$ cat src/rtl/lch_pkg.sv
// ----------------------------------------------------------------------------
// lch_pkg
// shared constants, codes and types of the layer color histogram
// ----------------------------------------------------------------------------
`default_nettype none

package lch_pkg;

    localparam int COUNT_W     = 24;
    localparam int LEVEL_CH    = 10;
    localparam int LEVEL_BINS  = 256;
    localparam int HUE_BINS    = 360;
    localparam int LEVEL_DEPTH = LEVEL_CH * LEVEL_BINS;
    localparam int LEVEL_AW    = $clog2(LEVEL_DEPTH);
    localparam int HUE_AW      = $clog2(HUE_BINS);
    localparam int DIV_W       = 17;

    localparam logic [COUNT_W-1:0] COUNT_MAX = {COUNT_W{1'b1}};

    localparam logic [15:0] W_RED   = 16'd19589;
    localparam logic [15:0] W_GREEN = 16'd38445;
    localparam logic [15:0] W_BLUE  = 16'd7502;

    typedef enum logic [1:0] {
        CMD_COUNT    = 2'd0,
        CMD_CLEAR    = 2'd1,
        CMD_READ_BIN = 2'd2,
        CMD_READ_EXT = 2'd3
    } cmd_t;

    localparam logic [3:0] CH_ALPHA = 4'd3;
    localparam logic [3:0] CH_HUE   = 4'd4;
    localparam logic [3:0] CH_LAST  = 4'd10;
    localparam logic [3:0] LV_ALPHA = 4'd3;
    localparam logic [3:0] LV_LAST  = 4'd9;

    // divider operations of the pixel sequencer
    localparam logic [3:0] OP_RED   = 4'd0;
    localparam logic [3:0] OP_GREEN = 4'd1;
    localparam logic [3:0] OP_BLUE  = 4'd2;
    localparam logic [3:0] OP_SAT   = 4'd3;
    localparam logic [3:0] OP_LUMA  = 4'd4;
    localparam logic [3:0] OP_CYAN  = 4'd5;
    localparam logic [3:0] OP_MAG   = 4'd6;
    localparam logic [3:0] OP_YEL   = 4'd7;
    localparam logic [3:0] OP_KEY   = 4'd8;
    localparam logic [3:0] OP_HUE   = 4'd9;

    typedef struct packed {
        cmd_t                     cmd;
        logic [3:0]               channel;
        logic [8:0]               bin;
        logic [LEVEL_CH-1:0][7:0] lv;
        logic [HUE_AW-1:0]        hue;
    } lch_job_t;

    function automatic logic [COUNT_W-1:0] sat_inc(input logic [COUNT_W-1:0] v);
        sat_inc = (v == COUNT_MAX) ? v : v + 1'b1;
    endfunction

endpackage

`default_nettype wire

$ cat src/rtl/lch_queue.sv
// ----------------------------------------------------------------------------
// lch_queue
// two entry job queue between the front and back ends
// ----------------------------------------------------------------------------
`default_nettype none

module lch_queue (
    input  wire logic              aclk,
    input  wire logic              aresetn,
    input  wire logic              push,
    input  wire lch_pkg::lch_job_t din,
    output logic                   full,
    input  wire logic              pop,
    output logic                   not_empty,
    output lch_pkg::lch_job_t      dout
);
    import lch_pkg::*;

    lch_job_t   slot_reg [2];
    logic       wp_reg, rp_reg;
    logic [1:0] cnt_reg, cnt_next;

    assign full      = cnt_reg == 2'd2;
    assign not_empty = cnt_reg != 2'd0;
    assign dout      = slot_reg[rp_reg];

    always_comb begin
        cnt_next = cnt_reg;
        if (push && !pop) cnt_next = cnt_reg + 2'd1;
        if (pop && !push) cnt_next = cnt_reg - 2'd1;
    end

    always_ff @(posedge aclk) begin
        if (!aresetn) begin
            wp_reg  <= 1'b0;
            rp_reg  <= 1'b0;
            cnt_reg <= '0;
        end else begin
            cnt_reg <= cnt_next;
            if (push) wp_reg <= !wp_reg;
            if (pop)  rp_reg <= !rp_reg;
        end
    end

    always_ff @(posedge aclk) begin
        if (push) begin
            slot_reg[wp_reg] <= din;
        end
    end
endmodule

`default_nettype wire

$ cat config.mk
export PLATFORM = sky130hd
export DESIGN_NAME = lch_queue
export DESIGN_NICKNAME = d
export VERILOG_FILES = /design/src/rtl/lch_pkg.sv /design/src/rtl/lch_queue.sv
export SDC_FILE = /design/constraint.sdc
export NUM_CORES = 1
export LEC_CHECK = 0
export ABC_AREA = 1
export CAP_MARGIN = 20
export CELL_PAD_IN_SITES_DETAIL_PLACEMENT = 1
export CELL_PAD_IN_SITES_GLOBAL_PLACEMENT = 1
export CORE_ASPECT_RATIO = 1.2
export CORE_UTILIZATION = 38
export CTS_CLUSTER_DIAMETER = 40
export DETAILED_ROUTE_END_ITERATION = 6
export DONT_BUFFER_PORTS = 1
export PLACE_DENSITY_LB_ADDON = 0.1
export REMOVE_ABC_BUFFERS = 1
export SLEW_MARGIN = 30
export SYNTH_ARGS = -nofsm -noshare
export SYNTH_HDL_FRONTEND = slang
export SYNTH_SLANG_ARGS = --single-unit
$ cat constraint.sdc
create_clock -name aclk -period 6.3 [get_ports aclk]
set_input_delay 0.945 -clock aclk [delete_from_list [all_inputs] [get_ports aclk]]
set_output_delay 0.945 -clock aclk [all_outputs]
set_load 0.05 [all_outputs]
# == After elaboration in Yosys (flattened, before gate mapping) ==
# Memories as Yosys holds them, arrays and structs flattened. A register that Yosys moved wholly into a read port is not among the register bits.
# Cells that the tools add are included.
# W data, S select, Z words.
# classes
add_sub_neg,2
n_eq_ne,1
muxes,6
n_reduce_logical,8
# op_table
operator,count
$logic_not A1 Y1,4
$mux W1,4
$mux W2,2
$reduce_bool A2 Y1,2
$add A2 B1 Y2 const B,1
$eq A2 B2 Y1 const B,1
$logic_and A1 B1 Y1,2
$sub A2 B1 Y2 const B,1
# word_totals
reg_bits,4
mem_bits_rw,208
input_bits,108
output_inout_bits,106
wordCells,21
memories,1
# memory_table
memory,depth,word_bits,read_ports,rd_ports_with_merged_regs,write_ports,line,source
slot_reg,2,104,1,1,1,lch_queue.sv:19,lch_job_t slot_reg [2];

# == Logic depth before layout (Yosys ltp) ==
# Gate-level depths: netlist of the first run.
# logic_depth
word_depth,4
ltp_mapped,7
ltp_nobuf,7

# == Worst setup path before layout of the first run ==
# Ideal clock, no wire load.
# synth_timing
path_kind,input -> register
startpoint,input push
endpoint,memory slot_reg[0][0] (netlist name) (enable)
setup_ns,0.571
arrival_time_ns,5.361
required_ns,5.729
slack_ns,0.369
path_stages,2
n_path_buf,0
path_cell_list,inv_1 -> nor2_1
# synth_via
elab_chain_len,2
# synth_rtl
item,line,source
start: declaration,lch_queue.sv:10,"input wire logic push,"
$mux W1,lch_queue.sv:46,if (push) begin
$mux W1 (implied by the code),lch_queue.sv:47,slot_reg[wp_reg] <= din;
end: declaration,lch_queue.sv:19,
# No other way between the ends.

==> impl_metrics.csv, run 1 <==
group,metric,value,unit
timing,setup_viol,0,
timing,pin_slew_with_the_least_headroom_to_its_limit,973,ps
clock_tree,clock-sinks,213,
timing,maxSlewHeadroom,34.9,%
worst_setup_path,worst-r2r-cell-count,3,
logic_synthesis,ys_seq_area_share,79.5,%
placed_design,post_dp_cell_area,0.00828,mm^2
detailed_routing,route.vias.total,3224,
pwr,p_clk_share,43.9,%
detailed_routing,dr.first_iter.drc_count,137,
worst_setup_path,reg2reg_slack,4150,ps
pwr,comb_power_share,11.0,%
logic_synthesis,yosys.area_share.adder,0.157,%
timing,whs,501,ps
worst_setup_path,critical_path.reg2reg.endpoint,"slot_reg[1][9]",
worst_setup_path,timing_worst_setup_path_type,"reg -> out",
grt,gr-usage-all-layers,13.0,%
layout,finalNetCount,489,
clock_tree,cts_post_setup_buffers_inserted,0,
clock_tree,post_cts.resized_instances,0,
floorplan,die_w,134,um
floorplan,core-area,0.0204,mm^2
logic_synthesis,postSynth.asyncResetShare,0,%
pwr,power.switching_fraction,24.7,%
timing,skew,8.39,ps
timing,final-max-slew-violation-count,0,
clock_tree,post_cts_hold_buffer_count,0,
floorplan,design.portCount,214,
logic_synthesis,post_synthesis_compound_gate_area_fraction,0.125,%
detailed_routing,post_drt_via_cell_ratio,4.86,
min_path,timing.hold.worst.start,"rp_reg",
worst_setup_path,worst_ep_arrival_time,2430,ps
detailed_routing,postRouteAntennaNets,0,
worst_setup_path,required,5350,ps
pwr,leakagePower,3.19,nW
layout,flip_flop_count_of_the_largest_register_all_copies_and_words_added,208,
logic_synthesis,post_synth_instance_area,0.00798,mm^2
grt,grt_first_pass_wirelength,21.0,mm
logic_synthesis,syn_avg_cell_area,22.2,um^2
layout,drive_gt1_share,39.1,%
clock_tree,numCtsBuffers,27,
logic_synthesis,synth_edf_count,208,
pwr,seqPwrFrac,45.2,%
timing,highest_achievable_clock_rate,296,MHz
detailed_routing,wire_per_inst,21.4,um
logic_synthesis,synth_top_area_cell,"sky130_fd_sc_hd__edfxtp_1",
placed_design,port-buffer-count,0,
clock_tree,root_driver,"sky130_fd_sc_hd__clkbuf_16",
layout,antenna_cells,0,
grt,first_global_vias,3552,
floorplan,die_h,161,um
logic_synthesis,netlist-cell-type-count,14,
layout,final.fill_count,1883,
logic_synthesis,netlist_instances,359,
layout,syn2layout_area_growth,15.8,%
pwr,power-per-cell-area,399,mW/mm^2
detailed_routing,post_route_drc_violation_count,0,
detailed_routing,totalWireLength,14.2,mm
worst_setup_path,critical_path.endpoint_type,"output port",
run,drv.max_cap_violation_count,0,
timing,grt_setup_unrepaired,"false",
logic_synthesis,synth.top_cells.by_area,"sky130_fd_sc_hd__edfxtp_1, sky130_fd_sc_hd__mux2_4, sky130_fd_sc_hd__mux2_2",
grt,grt_remaining_overflow,0,
worst_setup_path,worstSetupEndpoint,"dout[22]",
clock_tree,ctsHtreeMaxLevel,1,
clock_tree,cts_tree,"built",
logic_synthesis,most_instantiated_cells_after_synthesis,"sky130_fd_sc_hd__edfxtp_1, sky130_fd_sc_hd__mux2_4, sky130_fd_sc_hd__mux2_2",
layout,area_used_by_multi_input_combinational_logic,0.00151,mm^2
worst_setup_path,crit_fanout,43,
clock_tree,worst_setup_hold_path_clk_slew,50,ps
worst_setup_path,timing.critical_path.from_type,"flip-flop",
floorplan,die-area,0.0216,mm^2
logic_synthesis,ff_latch_count_synth,213,
layout,final_design_area_no_fill,0.00925,mm^2
logic_synthesis,yosys.area_share.simple,1.02,%
pwr,p_int,0.00278,W
detailed_routing,drt-pass1-iter-count,4,
timing,finalHoldViolations,0,
run_status,status,"complete, no violations",
pwr,p_switching,0.000912,W
logic_synthesis,ys_dominant_reg_cell,"sky130_fd_sc_hd__edfxtp_1",
logic_synthesis,muxShareOfSynthArea,17.5,%
timing,period_share,53.6,%
placed_design,hpwl,9.38,mm
layout,sequential_cell_area,0.00635,mm^2
grt,grt_max_degree,84,
floorplan,placementRows,57,
logic_synthesis,synth_top_area_share,78.2,%
min_path,min_path_type,"reg -> reg",
timing,totalNegativeSetupSlack,0,ps
logic_synthesis,dominant_combinational_cell_family_by_area_after_synthesis,"multiplexers",
timing,fin_crit,3380,ps
clock_tree,cts.path.max_buffers,3,
logic_synthesis,synth.most_common_cell,"sky130_fd_sc_hd__edfxtp_1",
worst_setup_path,r2r-start,"wp_reg",
logic_synthesis,synth_xor_xnor_area_share,0,%
grt,antenna_violations_before_repair,1,
logic_synthesis,yosysWarnings,0,
placed_design,gp_routability_congestion,0.673,
floorplan,initial_core_util,39.1,%
pwr,power.ir.vdd_worst,0.000254,V
clock_tree,clock_latency,510,ps
[metrics by stage]
stage	instances	setup WS, ps	util [%]	total power, W
2_1_floorplan	347	369	-	0.00208
4_1_cts	664	2860	45.3	0.00375
3_5_place_dp	616	3420	40.6	0.00211
3_3_place_gp	615	3030	40.4	0.00210
5_1_grt	664	2820	45.3	0.00381
6_report	664	2920	45.3	0.00369
[metal layers]
metal	vias to the layer above	part of all wire [%]	global-route usage [%]	wire length [um]
met2	133	54	23.7	7640
met5	-	0.077	0	11
li1	1453	-	-	-
met1	1611	33	13.0	4720
met4	2	2.1	4.29	296
met3	25	11	5.84	1530
[power by group through the flow]
stage	Combinational [W]	Sequential (W)	Clock, W
2_1_floorplan	0.000367	0.00171	0
4_1_cts	0.000412	0.00167	0.00167
3_5_place_dp	0.000411	0.00170	0
6_report	0.000405	0.00167	0.00162
3_3_place_gp	0.000398	0.00170	0
5_1_grt	0.000420	0.00167	0.00172
[worst max-delay path, cell delays in order (launching register included)]
cell	delay, ps
sky130_fd_sc_hd__dfxtp_4	640
sky130_fd_sc_hd__buf_4	640
sky130_fd_sc_hd__mux2_2	540
[area by class of cell]
class	instances	area share, %
multi-input cells	128	16.3
clock buffers	28	7.35
clock inverters	20	3.13
flip-flops and latches	213	68.7
well taps	265	3.59
inverters	6	0.271
repair buffers	4	0.677
[worst min path at each step]
| stage | to | cells after the start |
|---|---|---|
| 2_1_floorplan | flip-flop | 2 |
| 3_3_place_gp | flip-flop | 2 |
| 3_5_place_dp | rp_reg | 2 |
| 4_1_cts | slot_reg[0][9] | 0 |
| 5_1_grt | slot_reg[0][9] | 0 |
| 6_report | rp_reg | 2 |
[cell usage in the layout (no fill, tap or decap)]
master / synthesis / routed
sky130_fd_sc_hd__bufinv_16: 0 / 6
sky130_fd_sc_hd__a21oi_1: 1 / 1
sky130_fd_sc_hd__clkinvlp_4: 0 / 4
sky130_fd_sc_hd__nor2_4: 0 / 1
sky130_fd_sc_hd__dfxtp_1: 5 / 4
sky130_fd_sc_hd__clkinv_2: 0 / 1
sky130_fd_sc_hd__inv_6: 0 / 4
sky130_fd_sc_hd__inv_8: 0 / 2
sky130_fd_sc_hd__clkbuf_16: 0 / 27
sky130_fd_sc_hd__buf_12: 0 / 1
sky130_fd_sc_hd__clkinv_1: 0 / 2
sky130_fd_sc_hd__clkinv_4: 0 / 1
sky130_fd_sc_hd__mux2_2: 44 / 44
sky130_fd_sc_hd__ha_1: 1 / 1
sky130_fd_sc_hd__inv_1: 6 / 5
sky130_fd_sc_hd__buf_16: 0 / 1
sky130_fd_sc_hd__o21ai_0: 1 / 1
sky130_fd_sc_hd__nand4_1: 1 / 1
sky130_fd_sc_hd__mux2_4: 60 / 60
sky130_fd_sc_hd__clkbuf_1: 0 / 1
sky130_fd_sc_hd__dfxtp_4: 0 / 1
sky130_fd_sc_hd__nand2_1: 9 / 9
sky130_fd_sc_hd__buf_4: 0 / 2
sky130_fd_sc_hd__inv_4: 0 / 1
sky130_fd_sc_hd__edfxtp_1: 208 / 208
sky130_fd_sc_hd__nor2_1: 11 / 10
[kinds of logic (layout without fill, tap and decap cells)]
kind of cell,count (synthesis),in the layout
buffers and inverters,18,58
flip-flops,213,213
adder cells (fa/ha/maj),1,1
AND/OR/NAND/NOR,21,21
multiplexers,104,104
AO/OA/AOI/OAI,2,2
Power figures use the tool's default switching activity.
==> run 2, diff against run 1 <==
clock period = 3.2 ns   (was 6.3 ns; I/O delays follow)
==> impl_metrics.csv, run 2 (synthesis gave the netlist of run 1 again) <==
group,metric,value,unit
worst_setup_path,required,2720,ps
floorplan,initial_core_util,39.1,%
pwr,seqPwrFrac,45.7,%
clock_tree,numCtsBuffers,29,
min_path,min_path_type,"in -> reg",
pwr,p_int,0.00527,W
placed_design,hpwl,9.32,mm
pwr,power.switching_fraction,26.2,%
clock_tree,cts_post_setup_buffers_inserted,0,
floorplan,die-area,0.0216,mm^2
grt,first_global_vias,3634,
pwr,power.ir.vdd_worst,0.000474,V
pwr,p_switching,0.00188,W
detailed_routing,dr.first_iter.drc_count,165,
min_path,timing.hold.worst.start,"din[97]",
clock_tree,cts.path.max_buffers,3,
placed_design,port-buffer-count,0,
clock_tree,post_cts_hold_buffer_count,0,
floorplan,placementRows,57,
grt,grt_max_degree,72,
detailed_routing,post_route_drc_violation_count,0,
clock_tree,clock-sinks,213,
timing,finalHoldViolations,0,
layout,layout_commonest_cell,"sky130_fd_sc_hd__edfxtp_1",
worst_setup_path,reg2reg_slack,1460,ps
detailed_routing,route.vias.total,3262,
detailed_routing,post_drt_via_cell_ratio,4.86,
detailed_routing,wire_per_inst,21.6,um
placed_design,gp_routability_congestion,0.668,
detailed_routing,drt-pass1-iter-count,4,
layout,flip_flop_count_of_the_largest_register_all_copies_and_words_added,208,
timing,skew,12.3,ps
layout,layout.cells.most_common_list,"sky130_fd_sc_hd__edfxtp_1, sky130_fd_sc_hd__mux2_4, sky130_fd_sc_hd__mux2_2, sky130_fd_sc_hd__clkbuf_16, sky130_fd_sc_hd__nor2_1",
timing,grt_setup_unrepaired,"false",
pwr,comb_power_share,11.4,%
timing,pin_slew_with_the_least_headroom_to_its_limit,964,ps
clock_tree,root_driver,"sky130_fd_sc_hd__clkbuf_16",
pwr,p_clk_share,42.9,%
worst_setup_path,timing_worst_setup_path_type,"reg -> out",
timing,whs,53.1,ps
layout,area_used_by_multi_input_combinational_logic,0.00151,mm^2
worst_setup_path,r2r-start,"wp_reg",
floorplan,die_w,134,um
clock_tree,ctsHtreeMaxLevel,1,
timing,setup_viol,0,
grt,grt_remaining_overflow,0,
floorplan,design.portCount,214,
floorplan,die_h,161,um
placed_design,post_dp_cell_area,0.00830,mm^2
clock_tree,post_cts.resized_instances,0,
worst_setup_path,critical_path.endpoint_type,"output port",
grt,gr-usage-all-layers,13.1,%
pwr,power-per-cell-area,773,mW/mm^2
pwr,leakagePower,3.19,nW
run,drv.max_cap_violation_count,0,
clock_tree,worst_setup_hold_path_clk_slew,60,ps
detailed_routing,totalWireLength,14.5,mm
worst_setup_path,worst_ep_arrival_time,1960,ps
timing,final-max-slew-violation-count,0,
clock_tree,cts_tree,"built",
timing,highest_achievable_clock_rate,410,MHz
layout,sequential_cell_area,0.00635,mm^2
layout,final_design_area_no_fill,0.00925,mm^2
grt,antenna_violations_before_repair,1,
timing,maxSlewHeadroom,35.5,%
layout,final.fill_count,1899,
layout,drive_gt1_share,40.6,%
run_status,status,"complete, no violations",
timing,period_share,76.1,%
worst_setup_path,timing.critical_path.from_type,"flip-flop",
layout,antenna_cells,0,
floorplan,core-area,0.0204,mm^2
layout,syn2layout_area_growth,15.8,%
clock_tree,clock_latency,520,ps
worst_setup_path,crit_fanout,31,
timing,fin_crit,2440,ps
grt,grt_first_pass_wirelength,21.2,mm
layout,finalNetCount,493,
detailed_routing,postRouteAntennaNets,0,
[run 2: layout make-up]
type                       count  area share [%]
clock inverter                24            2.42
clock buffer                  29            7.85
tap                          265            3.59
multi-input combinational    128            16.3
timing repair buffer           6           0.893
inverter                       6           0.271
sequential                   213            68.7
[run 2: power groups by stage]
stage / Clock (W) / Sequential (W) / Combinational [W]
detailed placement: 0 / 0.00333 / 0.000828
global route: 0.00325 / 0.00328 / 0.000844
global placement: 0 / 0.00332 / 0.000824
CTS: 0.00316 / 0.00327 / 0.000829
floorplan: 0 / 0.00336 / 0.000722
finish: 0.00307 / 0.00327 / 0.000814
[run 2: final timing paths]
kind	to	cells past startpoint
min	slot_reg[0][97]	0
min reg2reg	cnt_reg[1]	2
max	dout[29]	2
max reg2reg	slot_reg[1][32]	3
[run 2: critical path: stages (launching register included)]
cell and delay (ps):
sky130_fd_sc_hd__dfxtp_4 420, sky130_fd_sc_hd__buf_4 470, sky130_fd_sc_hd__mux2_2 530
[run 2: per-stage QoR]
step	cells	setup slack (ps)	util (%)	setup TNS, ps	power, W
2_1_floorplan	347	-2270	-	-373730	0.00409
3_3_place_gp	618	1320	40.7	0	0.00415
3_5_place_dp	618	1280	40.7	0	0.00416
4_1_cts	671	716	45.3	0	0.00726
5_1_grt	671	674	45.3	0	0.00738
6_report	671	764	45.3	0	0.00715
[run 2: layer usage]
metal	up-vias	share of wire, %	global-route usage (%)
li1	1461	-	-
met1	1644	33	12.8
met2	133	54	24.3
met3	22	11	6.19
met4	2	1.6	3.78
met5	-	0.090	0
==> run 3, diff against run 2 <==
clock period = 2.2 ns   (was 3.2 ns; I/O delays follow)
==> impl_metrics.csv, run 3 (synthesis gave the netlist of run 1 again) <==
group,metric,value,unit
floorplan,die-area,0.0216,mm^2
pwr,comb_power_share,13.4,%
pwr,leakagePower,3.69,nW
worst_setup_path,worstPathCellList,"buf_12, mux2_2",
worst_setup_path,slowest_delay,500,ps
worst_setup_path,timing_worst_setup_path_type,"reg -> out",
clock_tree,ctsHtreeMaxLevel,1,
detailed_routing,totalWireLength,15.0,mm
run_status,status,"complete, no violations",
worst_setup_path,crit_fanout,31,
detailed_routing,drt-pass1-iter-count,4,
detailed_routing,wire_per_inst,19.3,um
placed_design,port-buffer-count,0,
timing,finalHoldViolations,0,
timing,setup_viol,0,
placed_design,hpwl,9.37,mm
timing,pin_slew_with_the_least_headroom_to_its_limit,516,ps
floorplan,die_w,134,um
layout,syn2layout_area_growth,30.2,%
detailed_routing,route.vias.total,3670,
worst_setup_path,worst_ep_arrival_time,1770,ps
floorplan,die_h,161,um
grt,first_global_vias,4099,
layout,finalNonFillerCells,778,
clock_tree,worst_setup_hold_path_clk_slew,60,ps
layout,layout.cells.most_common_list,"sky130_fd_sc_hd__edfxtp_1, sky130_fd_sc_hd__dlygate4sd3_1, sky130_fd_sc_hd__mux2_4, sky130_fd_sc_hd__mux2_2, sky130_fd_sc_hd__clkbuf_16",
layout,flip_flop_count_of_the_largest_register_all_copies_and_words_added,208,
pwr,p_int,0.00785,W
grt,grt_max_degree,72,
detailed_routing,dr.first_iter.drc_count,151,
layout,antenna_cells,0,
clock_tree,cts_tree,"built",
pwr,seqPwrFrac,45.5,%
grt,gr-usage-all-layers,13.7,%
worst_setup_path,timing.critical_path.slowest_stage_cell,"sky130_fd_sc_hd__mux2_2",
clock_tree,clock_latency,510,ps
clock_tree,cts.path.max_buffers,3,
floorplan,initial_core_util,39.1,%
layout,finalNetCount,604,
placed_design,gp_routability_congestion,0.710,
pwr,power.ir.vdd_worst,0.000709,V
floorplan,design.portCount,214,
grt,grt_remaining_overflow,0,
timing,layout_setup_ws,101,ps
timing,maxSlewHeadroom,65.5,%
grt,grt_first_pass_wirelength,22.5,mm
min_path,min_path_type,"in -> reg",
timing,grt_setup_unrepaired,"false",
timing,highest_achievable_clock_rate,476,MHz
pwr,power-per-cell-area,1010,mW/mm^2
clock_tree,numCtsBuffers,26,
floorplan,placementRows,57,
run,drv.max_cap_violation_count,0,
pwr,power.switching_fraction,24.9,%
placed_design,pre_cts_slack,561,ps
timing,final-max-slew-violation-count,0,
detailed_routing,post_route_drc_violation_count,0,
worst_setup_path,reg2reg_slack,730,ps
pwr,total_power,0.0105,W
layout,layout_commonest_cell,"sky130_fd_sc_hd__edfxtp_1",
layout,drive_gt1_share,31.4,%
detailed_routing,postRouteAntennaNets,0,
pwr,p_switching,0.00261,W
worst_setup_path,timing.critical_path.from_type,"flip-flop",
timing,whs,80.4,ps
grt,antenna_violations_before_repair,1,
timing,skew,9.57,ps
pwr,p_clk_share,41.1,%
clock_tree,clock-sinks,213,
placed_design,dpl.cell_count,621,
timing,fin_crit,2100,ps
worst_setup_path,r2r-start,"wp_reg",
timing,period_share,95.4,%
floorplan,core-area,0.0204,mm^2
clock_tree,root_driver,"sky130_fd_sc_hd__clkbuf_16",
worst_setup_path,worstSetupEndpoint,"dout[22]",
detailed_routing,post_drt_via_cell_ratio,4.72,
layout,final.fill_count,1854,
worst_setup_path,worst-r2r-cell-count,3,
worst_setup_path,critical_path.endpoint_type,"output port",
worst_setup_path,critical_path.reg2reg.endpoint,"slot_reg[1][45]",
worst_setup_path,required,1870,ps
-- run 3: cell count changes in the layout (fill, tap and decap cells not counted), moves of 2 or more --
cell and change:
sky130_fd_sc_hd__dlygate4sd3_1 +107, sky130_fd_sc_hd__clkinvlp_4 -5, sky130_fd_sc_hd__buf_12 +4, sky130_fd_sc_hd__clkbuf_1 +3
sky130_fd_sc_hd__bufinv_16 +2, sky130_fd_sc_hd__clkinv_4 -2, sky130_fd_sc_hd__inv_6 -2
-- run 3: worst max-delay path: cells and delay by family, from the launching register on --
family   cells  cell delay (ps)
mux          1              500
buf+inv      1              260
flops        1              450
-- run 3: power groups by stage --
stage          sequential [W]  combinational (W)  clock (W)
6_report              0.00476            0.00141    0.00430
5_1_grt               0.00478            0.00147    0.00455
4_1_cts               0.00476            0.00141    0.00444
3_5_place_dp          0.00485            0.00122          0
3_3_place_gp          0.00484            0.00121          0
2_1_floorplan         0.00489            0.00105          0
-- run 3: area by class of cell --
| class | count | area [um^2] | share of cell area [%] |
|---|---|---|---|
| clock buffer | 30 | 687 | 6.61 |
| clock inverter | 16 | 199 | 1.91 |
| inverter | 6 | 25.0 | 0.241 |
| multi-input combinational | 128 | 1510 | 14.5 |
| sequential | 213 | 6350 | 61.1 |
| tap | 265 | 332 | 3.19 |
| timing repair buffer | 120 | 1290 | 12.4 |
-- run 3: worst min-delay path by stage --
stage,start,endpoint,slack (ps),cells after the start
2_1_floorplan,din[0],slot_reg[0][0],430,0
3_3_place_gp,din[21],slot_reg[0][21],430,0
3_5_place_dp,din[28],slot_reg[1][28],430,0
4_1_cts,push,wp_reg,50,3
5_1_grt,push,wp_reg,80,3
6_report,push,wp_reg,80,3
-- run 3: per-stage QoR --
stage	setup TNS, ps	utilization, %	area [um^2]
3_3_place_gp	0	41.0	8370
6_report	0	51.0	10400
2_1_floorplan	-620420	-	7870
3_5_place_dp	0	41.0	8370
4_1_cts	0	50.6	10300
5_1_grt	0	51.0	10400
-- run 3: metal layers --
layer | global-route usage [%] | vias up | wire length, um
met5 | 0 | - | 13
met4 | 4.65 | 2 | 333
met3 | 3.95 | 28 | 1060
met2 | 24.8 | 131 | 8080
met1 | 15.3 | 1835 | 5510
li1 | - | 1674 | -
-- run 3: repair_timing --
item | in CTS | in global routing
setup endpoints to repair | 0 | 26
gates resized for setup | 0 | 1
buffers inserted | 0 | 3
endpoints found under the hold margin | 213 | 0
hold buffers | 107 | 0
