$ cat config.mk
export PLATFORM = sky130hd
export DESIGN_NAME = lch_front
export DESIGN_NICKNAME = d
export VERILOG_FILES = /design/src/rtl/lch_pkg.sv /design/src/rtl/lch_div.sv /design/src/rtl/lch_front.sv
export SDC_FILE = /design/constraint.sdc
export NUM_CORES = 1
export LEC_CHECK = 0
export BUFFER_PORTS_ARGS = -buffer_cell sky130_fd_sc_hd__buf_2
export CORE_ASPECT_RATIO = 1.2
export CORE_MARGIN = 8
export CORE_UTILIZATION = 63
export CTS_CLUSTER_DIAMETER = 60
export DETAILED_ROUTE_END_ITERATION = 10
export PLACE_DENSITY = 0.87
export SETUP_SLACK_MARGIN = 0.4
export SLEW_MARGIN = 20
export SYNTH_ARGS = -nofsm -noshare
export SYNTH_HDL_FRONTEND = slang
export SYNTH_SLANG_ARGS = --single-unit
$ cat constraint.sdc
create_clock -name aclk -period 9.95 [get_ports aclk]
set_clock_uncertainty 0.1 [all_clocks]
set_input_delay 0.995 -clock aclk [delete_from_list [all_inputs] [get_ports aclk]]
set_output_delay 0.995 -clock aclk [all_outputs]
set_load 0.005 [all_outputs]
$ cat src/rtl/lch_pkg.sv
// ----------------------------------------------------------------------------
// lch_pkg
// shared constants, codes and types of the layer color histogram
// ----------------------------------------------------------------------------
`default_nettype none

package lch_pkg;

    localparam int COUNT_W     = 24;
    localparam int LEVEL_CH    = 10;
    localparam int LEVEL_BINS  = 256;
    localparam int HUE_BINS    = 360;
    localparam int LEVEL_DEPTH = LEVEL_CH * LEVEL_BINS;
    localparam int LEVEL_AW    = $clog2(LEVEL_DEPTH);
    localparam int HUE_AW      = $clog2(HUE_BINS);
    localparam int DIV_W       = 17;

    localparam logic [COUNT_W-1:0] COUNT_MAX = {COUNT_W{1'b1}};

    localparam logic [15:0] W_RED   = 16'd19589;
    localparam logic [15:0] W_GREEN = 16'd38445;
    localparam logic [15:0] W_BLUE  = 16'd7502;

    typedef enum logic [1:0] {
        CMD_COUNT    = 2'd0,
        CMD_CLEAR    = 2'd1,
        CMD_READ_BIN = 2'd2,
        CMD_READ_EXT = 2'd3
    } cmd_t;

    localparam logic [3:0] CH_ALPHA = 4'd3;
    localparam logic [3:0] CH_HUE   = 4'd4;
    localparam logic [3:0] CH_LAST  = 4'd10;
    localparam logic [3:0] LV_ALPHA = 4'd3;
    localparam logic [3:0] LV_LAST  = 4'd9;

    // divider operations of the pixel sequencer
    localparam logic [3:0] OP_RED   = 4'd0;
    localparam logic [3:0] OP_GREEN = 4'd1;
    localparam logic [3:0] OP_BLUE  = 4'd2;
    localparam logic [3:0] OP_SAT   = 4'd3;
    localparam logic [3:0] OP_LUMA  = 4'd4;
    localparam logic [3:0] OP_CYAN  = 4'd5;
    localparam logic [3:0] OP_MAG   = 4'd6;
    localparam logic [3:0] OP_YEL   = 4'd7;
    localparam logic [3:0] OP_KEY   = 4'd8;
    localparam logic [3:0] OP_HUE   = 4'd9;

    typedef struct packed {
        cmd_t                     cmd;
        logic [3:0]               channel;
        logic [8:0]               bin;
        logic [LEVEL_CH-1:0][7:0] lv;
        logic [HUE_AW-1:0]        hue;
    } lch_job_t;

    function automatic logic [COUNT_W-1:0] sat_inc(input logic [COUNT_W-1:0] v);
        sat_inc = (v == COUNT_MAX) ? v : v + 1'b1;
    endfunction

endpackage

`default_nettype wire

$ cat src/rtl/lch_div.sv
// ----------------------------------------------------------------------------
// lch_div
// restoring divider, one quotient bit per cycle
// ----------------------------------------------------------------------------
`default_nettype none

module lch_div (
    input  wire logic                     aclk,
    input  wire logic                     aresetn,
    input  wire logic                     start,
    input  wire logic [lch_pkg::DIV_W-1:0] dividend,
    input  wire logic [7:0]               divisor,
    output logic                          done,
    output logic      [lch_pkg::DIV_W-1:0] quotient
);
    import lch_pkg::*;

    localparam int CW = $clog2(DIV_W + 1);

    logic [7:0]       rem_reg;
    logic [DIV_W-1:0] quo_reg;
    logic [7:0]       dvs_reg;
    logic [CW-1:0]    cnt_reg;
    logic             busy_reg;
    logic             done_reg;
    logic [8:0]       sh;
    logic             ge;

    assign sh       = {rem_reg, quo_reg[DIV_W-1]};
    assign ge       = sh >= {1'b0, dvs_reg};
    assign done     = done_reg;
    assign quotient = quo_reg;

    always_ff @(posedge aclk) begin
        if (!aresetn) begin
            busy_reg <= 1'b0;
            done_reg <= 1'b0;
            cnt_reg  <= '0;
        end else begin
            done_reg <= busy_reg && !start && (cnt_reg == '0);
            if (start) begin
                busy_reg <= 1'b1;
                cnt_reg  <= CW'(DIV_W - 1);
                rem_reg  <= '0;
                quo_reg  <= dividend;
                dvs_reg  <= divisor;
            end else if (busy_reg) begin
                rem_reg <= ge ? 8'(sh - {1'b0, dvs_reg}) : sh[7:0];
                quo_reg <= {quo_reg[DIV_W-2:0], ge};
                if (cnt_reg == '0) begin
                    busy_reg <= 1'b0;
                end else begin
                    cnt_reg <= cnt_reg - 1'b1;
                end
            end
        end
    end
endmodule

`default_nettype wire

$ cat src/rtl/lch_front.sv
// ----------------------------------------------------------------------------
// lch_front
// accepts transactions and works out the eleven bins of a pixel
// ----------------------------------------------------------------------------
`default_nettype none

module lch_front (
    input  wire logic              aclk,
    input  wire logic              aresetn,
    input  wire logic              selection_enable,
    input  wire logic              hold,
    input  wire logic              s_valid,
    output logic                   s_ready,
    input  wire logic [1:0]        s_cmd,
    input  wire logic [7:0]        s_red,
    input  wire logic [7:0]        s_green,
    input  wire logic [7:0]        s_blue,
    input  wire logic [7:0]        s_alpha,
    input  wire logic [7:0]        s_selection,
    input  wire logic [3:0]        s_channel,
    input  wire logic [8:0]        s_bin,
    output logic                   job_push,
    input  wire logic              job_full,
    output lch_pkg::lch_job_t      job
);
    import lch_pkg::*;

    typedef enum logic [5:0] {
        F_IDLE  = 6'b000001,
        F_PREP1 = 6'b000010,
        F_PREP2 = 6'b000100,
        F_START = 6'b001000,
        F_WAIT  = 6'b010000,
        F_PUSH  = 6'b100000
    } front_state_t;

    front_state_t             state_reg, state_next;
    cmd_t                     cmd_reg;
    logic [3:0]               ch_reg;
    logic [8:0]               bin_reg;
    logic [7:0]               r_reg, g_reg, b_reg, alpha_reg, sel_reg;
    logic [7:0]               a_reg, mx_reg, mn_reg, luma_reg, d_reg;
    logic [1:0]               which_reg;
    logic [7:0]               c_reg, m_reg, y_reg, k_reg;
    logic [DIV_W-1:0]         num_reg;
    logic [3:0]               op_reg;
    logic [LEVEL_CH-1:0][7:0] lv_reg;
    logic [HUE_AW-1:0]        hue_reg;

    logic [15:0]      sel_prod;
    logic [16:0]      sel_sum;
    logic [7:0]       a_val, mx_val, mn_val;
    logic [1:0]       which_val;
    logic [23:0]      luma_sum;
    logic signed [19:0] diff_s, base_s, num_s, d_s;
    logic [7:0]       x_val, dvs;
    logic [DIV_W-1:0] dvd;
    logic             div_done;
    logic [DIV_W-1:0] div_q;
    logic [7:0]       q_lvl;
    logic [3:0]       lv_idx;
    logic             grey;

    assign s_ready  = (state_reg == F_IDLE) && !hold;
    assign job_push = (state_reg == F_PUSH) && !job_full;

    always_comb begin
        job.cmd     = cmd_reg;
        job.channel = ch_reg;
        job.bin     = bin_reg;
        job.lv      = lv_reg;
        job.hue     = hue_reg;
    end

    // effective alpha, extremes and luma
    always_comb begin
        sel_prod  = alpha_reg * sel_reg;
        sel_sum   = 17'(sel_prod) + 17'd1 + 17'(sel_prod[15:8]);
        a_val     = selection_enable ? sel_sum[15:8] : alpha_reg;
        mx_val    = r_reg;
        which_val = 2'd0;
        if (mx_val < g_reg) begin
            mx_val    = g_reg;
            which_val = 2'd1;
        end
        if (mx_val < b_reg) begin
            mx_val    = b_reg;
            which_val = 2'd2;
        end
        mn_val = r_reg;
        if (mn_val > g_reg) mn_val = g_reg;
        if (mn_val > b_reg) mn_val = b_reg;
        luma_sum = W_RED * 24'(r_reg) + W_GREEN * 24'(g_reg) + W_BLUE * 24'(b_reg);
    end

    // hue numerator
    always_comb begin
        d_s = $signed({12'd0, d_reg});
        case (which_reg)
            2'd0: begin
                diff_s = $signed({12'd0, g_reg}) - $signed({12'd0, b_reg});
                base_s = '0;
            end
            2'd1: begin
                diff_s = $signed({12'd0, b_reg}) - $signed({12'd0, r_reg});
                base_s = d_s * 20'sd120;
            end
            default: begin
                diff_s = $signed({12'd0, r_reg}) - $signed({12'd0, g_reg});
                base_s = d_s * 20'sd240;
            end
        endcase
        num_s = base_s + diff_s * 20'sd60;
        if (num_s < 0) num_s = num_s + d_s * 20'sd360;
        grey = (r_reg == g_reg) && (r_reg == b_reg);
    end

    // divider operands
    always_comb begin
        case (op_reg)
            OP_RED:   x_val = r_reg;
            OP_GREEN: x_val = g_reg;
            OP_BLUE:  x_val = b_reg;
            OP_LUMA:  x_val = luma_reg;
            OP_CYAN:  x_val = c_reg;
            OP_MAG:   x_val = m_reg;
            OP_YEL:   x_val = y_reg;
            default:  x_val = k_reg;
        endcase
        case (op_reg)
            OP_SAT: begin
                dvd = DIV_W'({d_reg, 8'd0} - {8'd0, d_reg});
                dvs = mx_reg;
            end
            OP_HUE: begin
                dvd = num_reg;
                dvs = d_reg;
            end
            default: begin
                dvd = DIV_W'({x_val, 8'd0} - {8'd0, x_val});
                dvs = a_reg;
            end
        endcase
        q_lvl  = (div_q > DIV_W'(255)) ? 8'd255 : div_q[7:0];
        lv_idx = (op_reg < OP_SAT) ? op_reg : op_reg + 4'd1;
    end

    lch_div u_div (
        .aclk     (aclk),
        .aresetn  (aresetn),
        .start    (state_reg == F_START),
        .dividend (dvd),
        .divisor  (dvs),
        .done     (div_done),
        .quotient (div_q)
    );

    always_comb begin
        state_next = state_reg;
        unique case (state_reg)
            F_IDLE:  if (s_valid && s_ready) begin
                state_next = (cmd_t'(s_cmd) == CMD_COUNT) ? F_PREP1 : F_PUSH;
            end
            F_PREP1: state_next = F_PREP2;
            F_PREP2: state_next = (a_reg == '0) ? F_IDLE : F_START;
            F_START: state_next = F_WAIT;
            F_WAIT:  if (div_done) begin
                state_next = (op_reg == OP_HUE) ? F_PUSH : F_START;
            end
            F_PUSH:  if (!job_full) state_next = F_IDLE;
            default: state_next = F_IDLE;
        endcase
    end

    always_ff @(posedge aclk) begin
        if (!aresetn) begin
            state_reg <= F_IDLE;
        end else begin
            state_reg <= state_next;
        end
    end

    always_ff @(posedge aclk) begin
        if (state_reg == F_IDLE && s_valid && s_ready) begin
            cmd_reg   <= cmd_t'(s_cmd);
            ch_reg    <= s_channel;
            bin_reg   <= s_bin;
            r_reg     <= s_red;
            g_reg     <= s_green;
            b_reg     <= s_blue;
            alpha_reg <= s_alpha;
            sel_reg   <= s_selection;
        end
        if (state_reg == F_PREP1) begin
            a_reg     <= a_val;
            mx_reg    <= mx_val;
            mn_reg    <= mn_val;
            which_reg <= which_val;
            d_reg     <= mx_val - mn_val;
            luma_reg  <= luma_sum[23:16];
        end
        if (state_reg == F_PREP2) begin
            num_reg          <= num_s[DIV_W-1:0];
            lv_reg[LV_ALPHA] <= a_reg;
            op_reg           <= OP_RED;
            if (grey) begin
                k_reg <= 8'd255 - r_reg;
                c_reg <= '0;
                m_reg <= '0;
                y_reg <= '0;
            end else begin
                k_reg <= mn_reg;
                c_reg <= 8'd255 - r_reg;
                m_reg <= 8'd255 - g_reg;
                y_reg <= 8'd255 - b_reg;
            end
        end
        if (state_reg == F_WAIT && div_done) begin
            op_reg <= op_reg + 4'd1;
            if (op_reg == OP_HUE) begin
                if (d_reg == '0) begin
                    hue_reg <= '0;
                end else if (div_q >= DIV_W'(HUE_BINS)) begin
                    hue_reg <= HUE_AW'(HUE_BINS - 1);
                end else begin
                    hue_reg <= div_q[HUE_AW-1:0];
                end
            end else if (op_reg == OP_SAT) begin
                lv_reg[lv_idx] <= (mx_reg == '0) ? 8'd0 : q_lvl;
            end else begin
                lv_reg[lv_idx] <= q_lvl;
            end
        end
    end
endmodule

`default_nettype wire

# [Word level (Yosys, flattened, before mapping)]
# Index checks and enable logic that the tools add are counted.
[word_totals] out_inout_bits=106 register_bits=285 input_bits=61 ramBits=0 latchBits=0 n_memories=0 romBits=0 wordCells=176
[classes] addsub=18 order_cmp=11 n_shift=0 n_div=0 bitwise_logic=3 muxes=44 n_reduce_logical=31 n_eq_ne=21 multipliers=8
[ops] operator="80-bit bitwise mux" n=2
[ops] operator="8-bit two-way mux" n=12
[ops] operator="80-bit two-way mux" n=1
[ops] operator="32-bit two-way mux" n=2
[ops] operator="8-bit case mux with 7 select lines" n=1
[ops] operator="17-bit two-way mux" n=3
[ops] operator="20-bit case mux with 2 select lines" n=1
[ops] operator="6-bit case mux with 6 select lines" n=1
[ops] operator="17-bit case mux with 2 select lines" n=1
[ops] operator="16-bit by 8-bit subtractor with 17-bit output" n=2
[ops] operator="8-bit demux with 4-bit select" n=1
[ops] operator="16-bit case mux with 2 select lines" n=1
[ops] operator="6-bit two-way mux" n=5
[ops] operator="8-bit by 8-bit subtractor with 9-bit output" n=3
[ops] operator="23-bit by 24-bit adder with 24-bit output" n=1
[ops] operator="24-bit by 21-bit adder with 24-bit output" n=1
[ops] operator="8-bit logical NOT" n=3
[ops] operator="16-bit by 8-bit multiplier with 24-bit output, first input constant" n=1
[ops] operator="8-bit by 4-bit multiplier with 12-bit output, second input constant" n=2
[ops] operator="8-bit subtractor, first input constant" n=3
[ops] operator="15-bit by 8-bit multiplier with 23-bit output, first input constant" n=1
[ops] operator="17-bit by 20-bit adder with 20-bit output" n=1
[ops] operator="20-bit by 1-bit less-than comparator with 1-bit output, second input constant" n=1
[ops] operator="12-bit by 8-bit multiplier with 20-bit output, first input constant" n=1
[ops] operator="other kinds (46)" n=85

# [Longest topological paths before layout]
# Gate-level depths: netlist of run 1.
[depth] word_depth=10 depth_mapped=34 depth_no_buf=34

# [By module]
# Synthesis of run 1 repeated with hierarchy kept, for this count alone.
[unflattened] cells_unflattened=2543 area_unflattened_um2=25983.7
[by_module_without_submodules] module="lch_front" n_inst=1 seq_area_each_um2=7156.9 area_each_um2=23921.7 cells_each=2385
[by_module_without_submodules] module="lch_div" n_inst=1 seq_area_each_um2=1131.1 area_each_um2=2062.0 cells_each=158

# [Worst setup path after synthesis of run 1]
# OpenSTA, ideal clock, no wires.
[synth_timing] path_kind="register to register" from="register b_reg[5]" to="register luma_reg[6], data pin" slack_ps=1835 arrival_ps=7753 stages_incl_launch_ff=30 n_path_buf=0 required_ps=9588 cell_sequence="edfxtp_1 fa_1 inv_1 fa_1 fa_1 inv_1 fa_1 ha_1 inv_1 o21bai_1 a211o_1 nand3_1 and4b_1 xnor2_1 fa_1 inv_1 fa_1 inv_1 fa_1 fa_1 ha_1 and3_1 nand3_1 nor2_1 a21oi_1 a31oi_1 o31a_1 o41ai_1 o21bai_1 xor2_1"
[synth_via] elab_chain_cells=2
[synth_rtl] element="start, declared" line="lch_front.sv:41" text="logic [7:0] r_reg, g_reg, b_reg, alpha_reg, sel_reg;"
[synth_rtl] element="start signal, assigned" line="lch_front.sv:190" text="b_reg <= s_blue;"
[synth_rtl] element="12-bit by 8-bit multiplier with 20-bit output" line="lch_front.sv:93" text="luma_sum = W_RED * 24'(r_reg) + W_GREEN * 24'(g_reg) + W_BLUE * 24'(b_reg);"
[synth_rtl] element="24-bit by 21-bit adder with 24-bit output" line="lch_front.sv:93"
[synth_rtl] element="net luma_sum[22]" line="lch_front.sv:54" text="logic [23:0] luma_sum;"
[synth_rtl] element="end signal, assigned" line="lch_front.sv:200" text="luma_reg <= luma_sum[23:16];"
[synth_rtl] element="end, declared" line="lch_front.sv:42" text="logic [7:0] a_reg, mx_reg, mn_reg, luma_reg, d_reg;"
# The timed path passes the listed nets, and every way through them passes these cells.
# A chain may end at the register's enable or synchronous reset.

# [Final worst setup path of run 1]
# Same ends and word-level chain as after synthesis.

==> impl_metrics.py, run 1 <==
metrics = {
    "outcome": {
        "status": "completed",
    },
    "timing": {
        "finalSetupTns_ps": 0,
        "finalMaxSlewViolations": 0,
        "fin_crit_ps": 8930,
        "finalHoldViolations": 0,
        "layout_worst_path_cycle_share_pct": 89.7,
        "tightest_slew_ps": 1150,
        "setup_viol": 0,
        "timing.fmax_ghz": 0.112,
        "fin_ws_ps": 1020,
        "max_slew_margin_pct": 22.9,
        "rsz0062_at_grt": "no",
    },
    "worst_setup_path": {
        "slowest_delay_ps": 660,
        "end_kind": "flip-flop",
        "crit_path_top_delay_cell": "o41ai_1",
        "path_class": "flip-flop to flip-flop",
        "crit_top_cell": "fa_1",
        "crit_family": "adder cells",
        "arrival_ps": 9170,
        "cp.required_ps": 10190,
        "startpoint_type": "flip-flop",
        "r2r-start": "b_reg[5]$_DFFE_PP_",
        "r2r-end": "luma_reg[6]$_DFFE_PP_",
        "reg2reg_setup_slack_ps": 1020,
        "reg2regPathDepth": 29,
        "worst-path-buf-inv": 5,
        "crit_fanout": 10,
    },
    "worst_hold_path": {
        "hp-class": "flip-flop to flip-flop",
        "hold-path-cell-count": 2,
        "min_to": "u_div.done$_SDFF_PN0_",
        "holdCritStartpoint": "u_div.busy_reg$_SDFF_PN0_",
    },
    "logic_synthesis": {
        "yosysTopAreaCellShare_pct": 30.0,
        "syn_area_per_cell_um2": 10.0,
        "yosys_warnings": 0,
        "synth.distinct_cells": 88,
        "synth_area_leaders": "edfxtp_1 (30%), ha_1 (17%), fa_1 (14%), inv_1 (6.0%), nor2_1 (3.4%)",
        "ys_ff_latch": 283,
        "synth_top_cell_by_area": "edfxtp_1",
        "synth_nets": 3226,
        "yosysSeqAreaShare_pct": 31.6,
        "synth_edf_count": 262,
        "async_flop_share_pct": 0,
        "syn_area_um2": 26200,
        "synth_ff_type": "edfxtp_1",
        "syn_inst": 2621,
    },
    "clock_tree": {
        "cts-root-buf": "clkbuf_16",
        "cts_buffers": 30,
        "cts-resized-gates": 0,
        "clk_pin_slew_ps": 60,
        "htree_levels": 1,
        "cts_tree": "built",
        "cts_sinks": 283,
        "clock_latency_ps": 590,
        "clock_path_buffers": 3,
        "cts_setup_buffers": 0,
        "ctsHoldBuffers": 0,
    },
    "cells_and_area": {
        "drive_above_1_share_pct": 10.4,
        "nets": 3397,
        "largest_reg_flops": 80,
        "final_cell_mix": "inv_1 (422), ha_1 (356), edfxtp_1 (262)",
        "num_antenna_cells": 0,
        "layout-area-overhead-vs-synth_pct": 9.79,
        "final_common_cell": "inv_1",
    },
    "floorplanning": {
        "rows": 82,
        "fp.dieH_um": 239,
        "initial_core_util_pct": 63.2,
        "pin_count": 167,
        "dieArea_um2": 48400,
        "core-area_um2": 41400,
        "die_w_um": 202,
    },
    "drt": {
        "vias": 20200,
        "wl_per_cell_um": 20.1,
        "wl_mm": 67.7,
        "postRouteAntennaNets": 0,
        "drtIter0Drc": 1407,
        "viasPerCell": 6.02,
        "drc_errors": 0,
        "drt-pass1-iter-count": 6,
    },
    "placement": {
        "place_ws_ps": 1120,
        "gp_congestion": 0.974,
        "portBuffers": 166,
        "place_hpwl_mm": 53.3,
    },
    "grt": {
        "overflow": 0,
        "grt_use_total_pct": 27.8,
        "grt_pass1_vias": 21000,
        "grt_antenna_before_repair": 0,
        "grt_pass1_wl_mm": 108,
        "grt_max_degree": 56,
    },
    "run": {
        "drv_cap": 0,
    },
}
routing by layer:
| metal | part of all wire, % | GRT usage, % | vias up |
|---|---|---|---|
| li1 | - | - | 9366 |
| met1 | 38 | 32.4 | 9816 |
| met2 | 50 | 50.1 | 826 |
| met3 | 7.2 | 4.30 | 204 |
| met4 | 4.8 | 12.7 | 0 |
| met5 | 0 | 0 | - |
cell usage after synthesis (29+ instances only):
| cell type | count |
|---|---|
| clkbuf_1 | 39 |
| xor2_1 | 36 |
| o21ai_0 | 93 |
| a211oi_1 | 29 |
| nand3_1 | 48 |
| nor2_1 | 239 |
| ha_1 | 356 |
| a21oi_1 | 116 |
| and2_1 | 53 |
| fa_1 | 188 |
| xnor2_1 | 94 |
| nand2_1 | 174 |
| a21o_1 | 39 |
| inv_1 | 422 |
| nor3_1 | 41 |
| edfxtp_1 | 262 |
through the flow:
stage	utilization (%)	hold slack (ps)	cell area (um^2)	cells
4_1_cts	69.4	416	28800	3359
3_3_place_gp	66.8	368	27700	3305
6_report	69.4	404	28800	3360
2_1_floorplan	-	323	26200	2621
5_1_grt	69.4	438	28800	3360
3_5_place_dp	66.8	390	27700	3305
final cells by class:
class	count	area, um^2
inverters	424	1590
clock buffers	33	762
fillers	2988	12700
clock inverters	21	298
repair buffers	191	1030
flip-flops and latches	283	8290
well taps	546	683
multi-input cells	1862	16100
worst register-to-register path, delay by kind of cell, from the launching register on:
family / cells / cell delay [ps]
adder cells (fa/ha/maj): 10 / 4770
buffers and inverters: 5 / 310
AO/OA/AOI/OAI: 7 / 2030
AND/OR/NAND/NOR: 5 / 640
XOR/XNOR: 2 / 260
flip-flops: 1 / 600
how the worst max path moves through the flow:
stage,end,cells past startpoint,from
finish,luma_reg[6]$_DFFE_PP_,29,b_reg[5]$_DFFE_PP_
global route,luma_reg[6]$_DFFE_PP_,29,b_reg[5]$_DFFE_PP_
CTS,luma_reg[6]$_DFFE_PP_,29,b_reg[5]$_DFFE_PP_
detailed placement,luma_reg[6]$_DFFE_PP_,29,b_reg[5]$_DFFE_PP_
global placement,luma_reg[6]$_DFFE_PP_,29,b_reg[5]$_DFFE_PP_
floorplan,luma_reg[6]$_DFFE_PP_,29,b_reg[5]$_DFFE_PP_
logic make-up after synthesis:
logic type	Yosys count	synth area share, %
muxes	36	1.63
and+or+nand+nor	677	12.1
buffers and inverters	476	6.90
xor gates and xnor gates	131	4.43
adders and majority gates	544	31.4
DFF	283	31.6
AOI/OAI and AO/OA	474	11.9
Power of run 1 is not shown: default switching activity piles up to over one toggle a cycle in this logic, so the estimate is an artifact.
==> run 2: changes to the inputs <==
--- a/config.mk
+++ b/config.mk
@@ -16,4 +16,5 @@
 export SLEW_MARGIN = 20
 export SYNTH_ARGS = -nofsm -noshare
 export SYNTH_HDL_FRONTEND = slang
+export SYNTH_HIERARCHICAL = 1
 export SYNTH_SLANG_ARGS = --single-unit
==> run 2 against run 1 <==
  * First-iteration DRC count increased by 22%
  * Global-route usage shrank 0.89 points
  * Via count decreased by 3.6%
  * Register-to-register slack better by 240 ps
  * Sequential share of layout area is 0.35 points higher
  * Wire length down 2.9%
  * Utilization up 0.35 points
  * Critical endpoint is now luma_reg[7]$_DFFE_PP_
==> impl_metrics.py, run 2 <==
metrics = {
    "floorplanning": {
        "die_w_um": 201,
        "rows": 81,
        "dieArea_um2": 48000,
        "initial_core_util_pct": 63.8,
        "fp.dieH_um": 238,
        "core-area_um2": 40700,
        "pin_count": 167,
    },
    "logic_synthesis": {
        "syn_inst": 2543,
        "syn_area_per_cell_um2": 10.2,
        "synth_ff_type": "edfxtp_1",
        "synth_area_leaders": "edfxtp_1 (30%), ha_1 (17%), fa_1 (14%), inv_1 (6.1%), xnor2_1 (3.6%)",
        "synth_top_cell_by_area": "edfxtp_1",
        "synth_edf_count": 262,
        "async_flop_share_pct": 0,
        "synth_nets": 3147,
        "yosys_warnings": 6,
        "ys_ff_latch": 283,
        "synth.distinct_cells": 89,
        "yosysSeqAreaShare_pct": 31.9,
        "synth.most_common_cell": "inv_1",
        "yosysTopAreaCellShare_pct": 30.3,
        "synth_common_cells": "inv_1 (421), ha_1 (355), edfxtp_1 (262)",
        "syn_area_um2": 26000,
    },
    "grt": {
        "grt_use_total_pct": 26.9,
        "grt_max_degree": 57,
        "grt_pass1_vias": 20500,
        "overflow": 0,
        "grt_pass1_wl_mm": 105,
        "grt_antenna_before_repair": 0,
    },
    "drt": {
        "wl_per_cell_um": 20.1,
        "vias": 19500,
        "viasPerCell": 5.96,
        "postRouteAntennaNets": 0,
        "drtIter0Drc": 1720,
        "wl_mm": 65.7,
        "drc_errors": 0,
        "drt-pass1-iter-count": 6,
    },
    "worst_setup_path": {
        "slowest_delay_ps": 650,
        "end_kind": "flip-flop",
        "startpoint_type": "flip-flop",
        "cp.required_ps": 10160,
        "crit_top_cell": "fa_1",
        "crit_fanout": 10,
        "arrival_ps": 8900,
        "crit_path_top_delay_cell": "fa_1",
        "r2r-start": "b_reg[5]$_DFFE_PP_",
        "path_class": "flip-flop to flip-flop",
        "worstSetupStartpoint": "b_reg[5]$_DFFE_PP_",
    },
    "timing": {
        "fin_crit_ps": 8690,
        "finalMaxSlewViolations": 0,
        "timing.fmax_ghz": 0.115,
        "finalHoldViolations": 0,
        "tightest_slew_ps": 1030,
        "setup_viol": 0,
        "rsz0062_at_grt": "no",
        "max_slew_margin_pct": 31.3,
        "finalSetupTns_ps": 0,
        "layout_worst_path_cycle_share_pct": 87.3,
    },
    "clock_tree": {
        "cts-resized-gates": 0,
        "cts_sinks": 283,
        "ctsHoldBuffers": 0,
        "cts-root-buf": "clkbuf_16",
        "cts_tree": "built",
        "cts_setup_buffers": 0,
        "clk_pin_slew_ps": 60,
        "clock_latency_ps": 580,
        "clock_path_buffers": 3,
        "cts_buffers": 30,
        "htree_levels": 1,
    },
    "cells_and_area": {
        "layout-area-overhead-vs-synth_pct": 9.39,
        "num_antenna_cells": 0,
        "final_common_cell": "inv_1",
        "drive_above_1_share_pct": 11.5,
        "nets": 3315,
        "final_cell_mix": "inv_1 (421), ha_1 (355), edfxtp_1 (262)",
        "largest_reg_flops": 80,
    },
    "worst_hold_path": {
        "holdCritStartpoint": "job[34]$_DFF_P_",
        "hp-class": "flip-flop to flip-flop",
    },
    "placement": {
        "portBuffers": 166,
        "place_hpwl_mm": 50.3,
        "gp_congestion": 0.962,
    },
    "run": {
        "drv_cap": 0,
    },
    "outcome": {
        "status": "completed",
    },
}
-- run 2: cell families after synthesis --
kind of cell	count (synthesis)	share of synthesized area, %
simple gates	616	11.0
fa+ha+maj	543	31.6
buf+inv	471	6.99
compound gates	434	11.3
flops	283	31.9
xor+xnor	148	4.99
mux	48	2.19
-- run 2: metal layers --
layer	GRT usage, %	routed length, um	vias to the layer above
met1	31.2	24300	9460
li1	-	-	9003
met5	0	0	-
met4	11.1	2840	0
met3	4.16	4490	189
met2	49.3	34100	833
-- run 2: cell type report --
cell class                      instances  area, um^2
Timing Repair Buffer                  184         966
Sequential cell                       283        8290
Inverter                              423        1590
Tap cell                              539         674
Multi-Input combinational cell       1789       15900
Fill cell                            2904       12300
Clock inverter                         17         214
Clock buffer                           36         803
-- run 2: worst max-delay path: cells and delay by family, from the launching register on --
family          cells  cell delay, ps
fa+ha+maj          10            4740
compound gates      8            1630
simple gates        5             800
flops               1             580
buf+inv             5             290
xor+xnor            2             270
-- run 2: per-stage QoR --
stage,setup WS (ps),utilization [%],cells,instance area [um^2],hold WS (ps)
floorplan,2040,-,2543,26000,368
global placement,1460,67.3,3218,27400,379
detailed placement,1350,67.3,3218,27400,380
CTS,1310,69.8,3271,28400,388
global route,807,69.8,3271,28400,418
finish,1260,69.8,3271,28400,387
-- run 2: worst paths after layout --
path | endpoint | slack, ps | cells past startpoint
setup reg to reg | luma_reg[7]$_DFFE_PP_ | 1260 | 30
setup / recovery | luma_reg[7]$_DFFE_PP_ | 1260 | 30
hold reg to reg | job[34]$_DFF_P_ | 390 | 2
hold / removal | job[34]$_DFF_P_ | 390 | 2
Power of run 2 is left out for the same reason.
